[config.mk]
export PLATFORM = sky130hd
export DESIGN_NAME = fasta_record_stream_parser
export DESIGN_NICKNAME = d
export VERILOG_FILES = /design/src/rtl/frsp_pkg.sv /design/src/rtl/fasta_record_stream_parser.sv
export SDC_FILE = /design/constraint.sdc
export NUM_CORES = 1
export LEC_CHECK = 0
export ABC_AREA = 1
export BUFFER_PORTS_ARGS = -buffer_cell sky130_fd_sc_hd__buf_4
export CAP_MARGIN = 20
export CORE_MARGIN = 2
export CORE_UTILIZATION = 35
export CTS_BUF_LIST = sky130_fd_sc_hd__clkbuf_16
export DETAILED_ROUTE_END_ITERATION = 10
export PLACE_DENSITY = 0.52
export SLEW_MARGIN = 20
export SYNTH_ARGS = -nofsm -noshare
export SYNTH_HDL_FRONTEND = slang
export SYNTH_SLANG_ARGS = --single-unit
[constraint.sdc]
create_clock -name aclk -period 3.04 [get_ports aclk]
set_input_delay 0.608 -clock aclk [delete_from_list [all_inputs] [get_ports aclk]]
set_output_delay 0.608 -clock aclk [all_outputs]
set_load 0.01 [all_outputs]
[src/rtl/frsp_pkg.sv]
`default_nettype none

package frsp_pkg;

    localparam int unsigned KIND_W  = 2;
    localparam int unsigned OUT_W   = 16;
    localparam int unsigned BYTE_W  = 8;
    localparam int unsigned MODE_W  = 2;

    localparam logic [KIND_W-1:0] KIND_HEADER = 2'd0;
    localparam logic [KIND_W-1:0] KIND_SEQ    = 2'd1;
    localparam logic [KIND_W-1:0] KIND_QUAL   = 2'd2;
    localparam logic [KIND_W-1:0] KIND_END    = 2'd3;

    localparam logic [MODE_W-1:0] MODE_SEQ  = 2'd0;
    localparam logic [MODE_W-1:0] MODE_QUAL = 2'd1;
    localparam logic [MODE_W-1:0] MODE_ENC  = 2'd2;

    localparam logic REG_PARSE_MODE     = 1'b0;
    localparam logic REG_QUALITY_OFFSET = 1'b1;

    localparam logic [BYTE_W-1:0] CH_GT    = 8'h3E;
    localparam logic [BYTE_W-1:0] CH_SPACE = 8'h20;
    localparam logic [BYTE_W-1:0] CH_LF    = 8'h0A;
    localparam logic [BYTE_W-1:0] CH_TAB   = 8'h09;
    localparam logic [BYTE_W-1:0] CH_CR    = 8'h0D;
    localparam logic [BYTE_W-1:0] CH_ZERO  = 8'h30;
    localparam logic [BYTE_W-1:0] CH_NINE  = 8'h39;

    typedef struct packed {
        logic [KIND_W-1:0] kind;
        logic [OUT_W-1:0]  value;
        logic              ok;
    } result_t;

endpackage

`default_nettype wire

[src/rtl/fasta_record_stream_parser.sv]
// a result goes into the output register, or into the skid entry while output stalls
// throughput: one byte per cycle while s_tready is high; parse is one registered pass
// an output register plus one skid entry keep s_tready up while a result waits
// reset: synchronous, active low; clears phase, number, valid flags, config registers
`default_nettype none

module fasta_record_stream_parser
    import frsp_pkg::*;
#(
    parameter int unsigned VALUE_WIDTH = 16
) (
    input  wire                 aclk,
    input  wire                 aresetn,
    input  wire                 cfg_wr_en,
    input  wire                 cfg_addr,
    input  wire  [BYTE_W-1:0]   cfg_data,
    input  wire                 s_tvalid,
    output logic                s_tready,
    input  wire  [BYTE_W-1:0]   s_tdata,   // [7:0] in_byte
    input  wire                 s_tlast,   // end_of_input
    output logic                m_tvalid,
    input  wire                 m_tready,
    output logic [OUT_W-1:0]    m_tdata,   // [15:0] item_value
    output logic [2:0]          m_tuser    // [1:0] item_kind, [2] record_ok
);

    localparam logic [1:0] PH_SEEK   = 2'd0;
    localparam logic [1:0] PH_SPACES = 2'd1;
    localparam logic [1:0] PH_HEADER = 2'd2;
    localparam logic [1:0] PH_BODY   = 2'd3;

    localparam int unsigned PROD_W = VALUE_WIDTH + 4;

    logic [1:0]             phase_reg, phase_next;
    logic [VALUE_WIDTH-1:0] acc_reg, acc_next;
    logic                   pend_reg, pend_next;
    logic [MODE_W-1:0]      mode_reg;
    logic [BYTE_W-1:0]      offset_reg;

    result_t                out_reg, out_next;
    logic                   out_valid_reg, out_valid_next;
    result_t                skid_reg, skid_next;
    logic                   skid_valid_reg, skid_valid_next;

    logic                   accept;
    logic                   pop;
    logic                   emit;
    result_t                res;
    logic                   is_ws;
    logic                   is_digit;
    logic [PROD_W-1:0]      prod;
    logic [VALUE_WIDTH-1:0] acc_sat;
    logic [OUT_W-1:0]       acc_ext;
    logic [BYTE_W-1:0]      enc_val;

    assign s_tready = !skid_valid_reg;
    assign accept   = s_tvalid && s_tready;
    assign pop      = out_valid_reg && m_tready;

    assign m_tvalid = out_valid_reg;
    assign m_tdata  = out_reg.value;
    assign m_tuser  = {out_reg.ok, out_reg.kind};

    assign is_ws    = (s_tdata == CH_SPACE) || ((s_tdata >= CH_TAB) && (s_tdata <= CH_CR));
    assign is_digit = (s_tdata >= CH_ZERO) && (s_tdata <= CH_NINE);

    // acc * 10 + digit, saturating at all ones
    assign prod = ({4'b0, acc_reg} << 3) + ({4'b0, acc_reg} << 1)
                + {{(PROD_W-4){1'b0}}, s_tdata[3:0] - CH_ZERO[3:0]};
    assign acc_sat = (prod[PROD_W-1:VALUE_WIDTH] != '0) ? '1 : prod[VALUE_WIDTH-1:0];

    assign acc_ext = OUT_W'(acc_reg);
    assign enc_val = acc_ext[BYTE_W-1:0] + offset_reg;

    always_comb begin
        phase_next = phase_reg;
        acc_next   = acc_reg;
        pend_next  = pend_reg;
        emit       = 1'b0;
        res.kind   = KIND_HEADER;
        res.value  = {{(OUT_W-BYTE_W){1'b0}}, s_tdata};
        res.ok     = 1'b0;
        unique case (phase_reg)
            PH_SEEK: begin
                if (s_tlast) begin
                    emit       = 1'b1;
                    res.kind   = KIND_END;
                    res.value  = '0;
                    acc_next   = '0;
                    pend_next  = 1'b0;
                end else if (s_tdata == CH_GT) begin
                    phase_next = PH_SPACES;
                end
            end
            PH_SPACES: begin
                if (s_tlast) begin
                    emit       = 1'b1;
                    res.kind   = KIND_END;
                    res.value  = '0;
                    acc_next   = '0;
                    pend_next  = 1'b0;
                    phase_next = PH_SEEK;
                end else if (s_tdata == CH_LF) begin
                    phase_next = PH_BODY;
                end else if (s_tdata != CH_SPACE) begin
                    phase_next = PH_HEADER;
                    emit       = 1'b1;
                end
            end
            PH_HEADER: begin
                if (s_tlast) begin
                    emit       = 1'b1;
                    res.kind   = KIND_END;
                    res.value  = '0;
                    res.ok     = 1'b1;
                    acc_next   = '0;
                    pend_next  = 1'b0;
                    phase_next = PH_SEEK;
                end else if (s_tdata == CH_LF) begin
                    phase_next = PH_BODY;
                end else begin
                    emit       = 1'b1;
                end
            end
            PH_BODY: begin
                if (s_tlast || (s_tdata == CH_GT)) begin
                    emit       = 1'b1;
                    res.kind   = KIND_END;
                    res.value  = '0;
                    res.ok     = 1'b1;
                    acc_next   = '0;
                    pend_next  = 1'b0;
                    phase_next = s_tlast ? PH_SEEK : PH_SPACES;
                end else if (mode_reg == MODE_SEQ) begin
                    emit       = !is_ws;
                    res.kind   = KIND_SEQ;
                end else if (is_ws) begin
                    acc_next   = '0;
                    pend_next  = 1'b0;
                    emit       = pend_reg;
                    res.kind   = KIND_QUAL;
                    if (mode_reg >= MODE_ENC) begin
                        res.value = {{(OUT_W-BYTE_W){1'b0}}, enc_val};
                    end else begin
                        res.value = acc_ext;
                    end
                end else if (is_digit) begin
                    acc_next   = acc_sat;
                    pend_next  = 1'b1;
                end
            end
            default: begin
                phase_next = PH_SEEK;
            end
        endcase
    end

    always_comb begin
        out_next        = out_reg;
        out_valid_next  = out_valid_reg;
        skid_next       = skid_reg;
        skid_valid_next = skid_valid_reg;
        if (skid_valid_reg) begin
            if (pop) begin
                out_next        = skid_reg;
                skid_valid_next = 1'b0;
            end
        end else if (accept && emit) begin
            if (!out_valid_reg || pop) begin
                out_next       = res;
                out_valid_next = 1'b1;
            end else begin
                skid_next       = res;
                skid_valid_next = 1'b1;
            end
        end else if (pop) begin
            out_valid_next = 1'b0;
        end
    end

    always_ff @(posedge aclk) begin
        if (!aresetn) begin
            phase_reg      <= PH_SEEK;
            acc_reg        <= '0;
            pend_reg       <= 1'b0;
            mode_reg       <= MODE_SEQ;
            offset_reg     <= '0;
            out_valid_reg  <= 1'b0;
            skid_valid_reg <= 1'b0;
        end else begin
            if (accept) begin
                phase_reg <= phase_next;
                acc_reg   <= acc_next;
                pend_reg  <= pend_next;
            end
            if (cfg_wr_en) begin
                unique case (cfg_addr)
                    REG_PARSE_MODE:     mode_reg   <= cfg_data[MODE_W-1:0];
                    REG_QUALITY_OFFSET: offset_reg <= cfg_data;
                    default: begin
                    end
                endcase
            end
            out_valid_reg  <= out_valid_next;
            skid_valid_reg <= skid_valid_next;
        end
    end

    always_ff @(posedge aclk) begin
        out_reg  <= out_next;
        skid_reg <= skid_next;
    end

endmodule

`default_nettype wire

==> reports/results.ini <==
[critical_path]
crit_type=in2reg
crit_family=adder cells
cp.required_ns=3.24
cp_max_fo=16
critPathMaxStageDelay_ns=0.56
start_kind=input port
crit_buf_inv=4
crit_top_cell=nand2_1
slowest_stage=fa_1
worstSetupEndpointType=register
cp_cell_sequence=buf_4 -> fa_1 -> inv_1 -> fa_1 -> inv_1 -> nand3_1 -> nand2_1 -> nand2_1 -> nand2_1 -> nand2_1 -> nand3_1 -> nand2_1 -> nor2_4 -> buf_12 -> nand3_1 -> nand2_1 -> a21oi_2
critPathArrivalTime_ns=2.95

[place]
dpl_worst_slack_ns=-0.0664
placed_cells=905
io_buffers=43
placedInstanceArea_um2=5600
gp_congestion=0.870
hpwl_um=9540

[timing]
tightest_slew_ns=0.646
rsz0062_at_grt=false
fmax_mhz=365
fin_crit_ns=2.74
final.setup.worst_slack_ns=0.298
maxSlewHeadroom_pct=56.7
post-route-period-util_pct=90.2
drv_slew=0
hold_violations=0
skew_ns=0.00727
whs_ns=0.491
setup_viol=0

[yosys]
netlist_instances=681
synth_xor_area_share_pct=2.29
post_synth_num_cell_types=45
synth_compound_area_share_pct=9.44
synth_top_area_share_pct=22.9
synth_area_leaders=edfxtp_1 (23%), nand2_1 (16%), dfxtp_1 (12%)
yosysMostFrequentCell=nand2_1
synth_edf_count=38
synthFlopType=edfxtp_1
synth_common_cells=nand2_1 (214), nor2_1 (86), inv_1 (61)
synthMuxAreaShare_pct=0.453
synthAdderAreaFrac_pct=12.0
synthSimpleGateAreaFrac_pct=32.8
synth_seq_cells=69
syn_nets=750
ys_async_sr_fraction_pct=0
synth_top_family_by_area=simple AND/OR/NAND/NOR gates
synth_seq_area_share_pct=35.4
yosys_warnings=0
post-synth-top-area-cell=edfxtp_1
syn_area_um2=4970
syn_avg_cell_area_um2=7.30

[layout]
area.growth.synth_to_final_pct=18.3
largest_reg_flops=19
design_area_um2=5880
fin_nets=805
fillCellCount=1498
layout.cells.non_filler=921
final_util_pct=42.4
drive_above_1_share_pct=15.8
diodes=0

[power]
p_sw_w=0.000565
power_frac_clock_pct=42.8
p_seq_share_pct=45.8
p_int_w=0.00173
power_frac_comb_pct=11.4
p_leak_nw=2.81
swShare_pct=24.6
power.density_nw_per_um2=391
vdd_drop_max_v=0.000213

[grt]
grt_max_degree=23
antenna_found_initial=0
grt_overflow=0
grt_pass1_wl_um=20600
grt_pass1_vias=4274
grt_usage_pct=17.4

[route]
totalWireLength_um=12100
drt_iter0_markers=206
viasPerCell=4.78
via_count=4403
ant_nets=0
firstDrtPassIters=4
drc=0
wire_per_inst_um=13.1

[die]
ios=44
num_rows=43
core_area_um2=13900
die_w_um=123
die_area_um2=15200
initial_core_util_pct=35.8
die_h_um=123

[clocking]
cts_resized=0
cts_buffer_depth=2
ctsRootBufferMaster=clkbuf_16
path_clk_slew_ns=0.06
htreeDepth=3
clk_latency_ns=0.33
postCtsHoldBufs=0
cts_sinks=69
cts_setup_buffers=0
cts_tree=done
cts_buffers=9

[run]
cap_viol_max_count=0

[outcome]
status=finished clean

[worst_hold_path]
hp-class=reg2reg

## routing by layer
| metal | wire length, um | up-vias | global-route usage [%] |
|---|---|---|---|
| li1 | - | 2313 | - |
| met1 | 6110 | 1989 | 24.2 |
| met2 | 5230 | 85 | 27.4 |
| met3 | 547 | 16 | 3.41 |
| met4 | 211 | 0 | 5.47 |
| met5 | 0 | - | 0 |
## worst paths after layout
path | cells after the start | endpoint | start | slack [ns]
worst max-delay path | 17 | acc_ext[7] | s_tdata[3] | 0.30
worst min-delay path | 2 | pend_reg | pend_reg | 0.49
worst max register to register | 16 | acc_ext[7] | acc_ext[0] | 0.34
worst min register to register | 2 | pend_reg | pend_reg | 0.49
## worst register-to-register path, stage by stage (launching register included)
cell and delay [ns]:
dfxtp_1 0.37, fa_1 0.56, inv_1 0.07, fa_1 0.44
inv_1 0.08, nand3_1 0.07, nand2_1 0.10, nand2_1 0.06
nand2_1 0.12, nand2_1 0.08, nand3_1 0.07, nand2_1 0.09
nor2_4 0.11, buf_12 0.14, nand3_1 0.08, nand2_1 0.09
a21oi_2 0.05
## cells in the final DEF (no fill, tap or decap), types with 2 or more instances in the layout
cell       instances
clkinv_1           3
nand2_2            5
mux2_2             2
edfxtp_1          38
nor3_2             3
inv_2             12
a21oi_1           35
nor2_1            86
xnor2_1           12
a21oi_2           11
o21ai_0           20
o21ai_1            8
or2_2              3
nand3_1           42
buf_12             4
nand2_1          214
clkinv_2           3
nand3b_1           3
nand4_1            5
nor3_1             5
and2_1             5
ha_1              43
buf_4             53
clkbuf_16         10
inv_1             63
nor2_4             3
fa_1               3
clkinv_4           2
dfxtp_1           31
## stage by stage
step / setup TNS [ns] / power, W
floorplan: 0 / 0.00122
global placement: 0 / 0.00133
detailed placement: -0.894 / 0.00134
CTS: 0 / 0.00233
global route: 0 / 0.00240
finish: 0 / 0.00230
## logic make-up after synthesis
| kind of cell | count (synthesis) |
|---|---|
| adders and majority gates | 46 |
| DFF | 69 |
| and+or+nand+nor | 380 |
| buffers and inverters | 90 |
| xor gates and xnor gates | 13 |
| AOI/OAI and AO/OA | 81 |
| muxes | 2 |
## layout make-up
type / instances / area (um^2) / share of cell area (%)
Multi-Input combinational cell: 522 / 2840 / 48.3
Sequential cell: 69 / 1760 / 30.0
Timing Repair Buffer: 57 / 478 / 8.13
Inverter: 77 / 295 / 5.02
Clock buffer: 10 / 250 / 4.26
Tap cell: 180 / 225 / 3.83
Clock inverter: 6 / 30.0 / 0.511
## power by group through the flow
stage               registers [W]  logic (W)  clock network, W
floorplan                 0.00108   0.000136                 0
global placement          0.00107   0.000261                 0
detailed placement        0.00107   0.000263                 0
CTS                       0.00105   0.000264           0.00101
global route              0.00106   0.000294           0.00105
finish                    0.00105   0.000262          0.000984
Note: power is estimated with default switching activity, not from simulation.
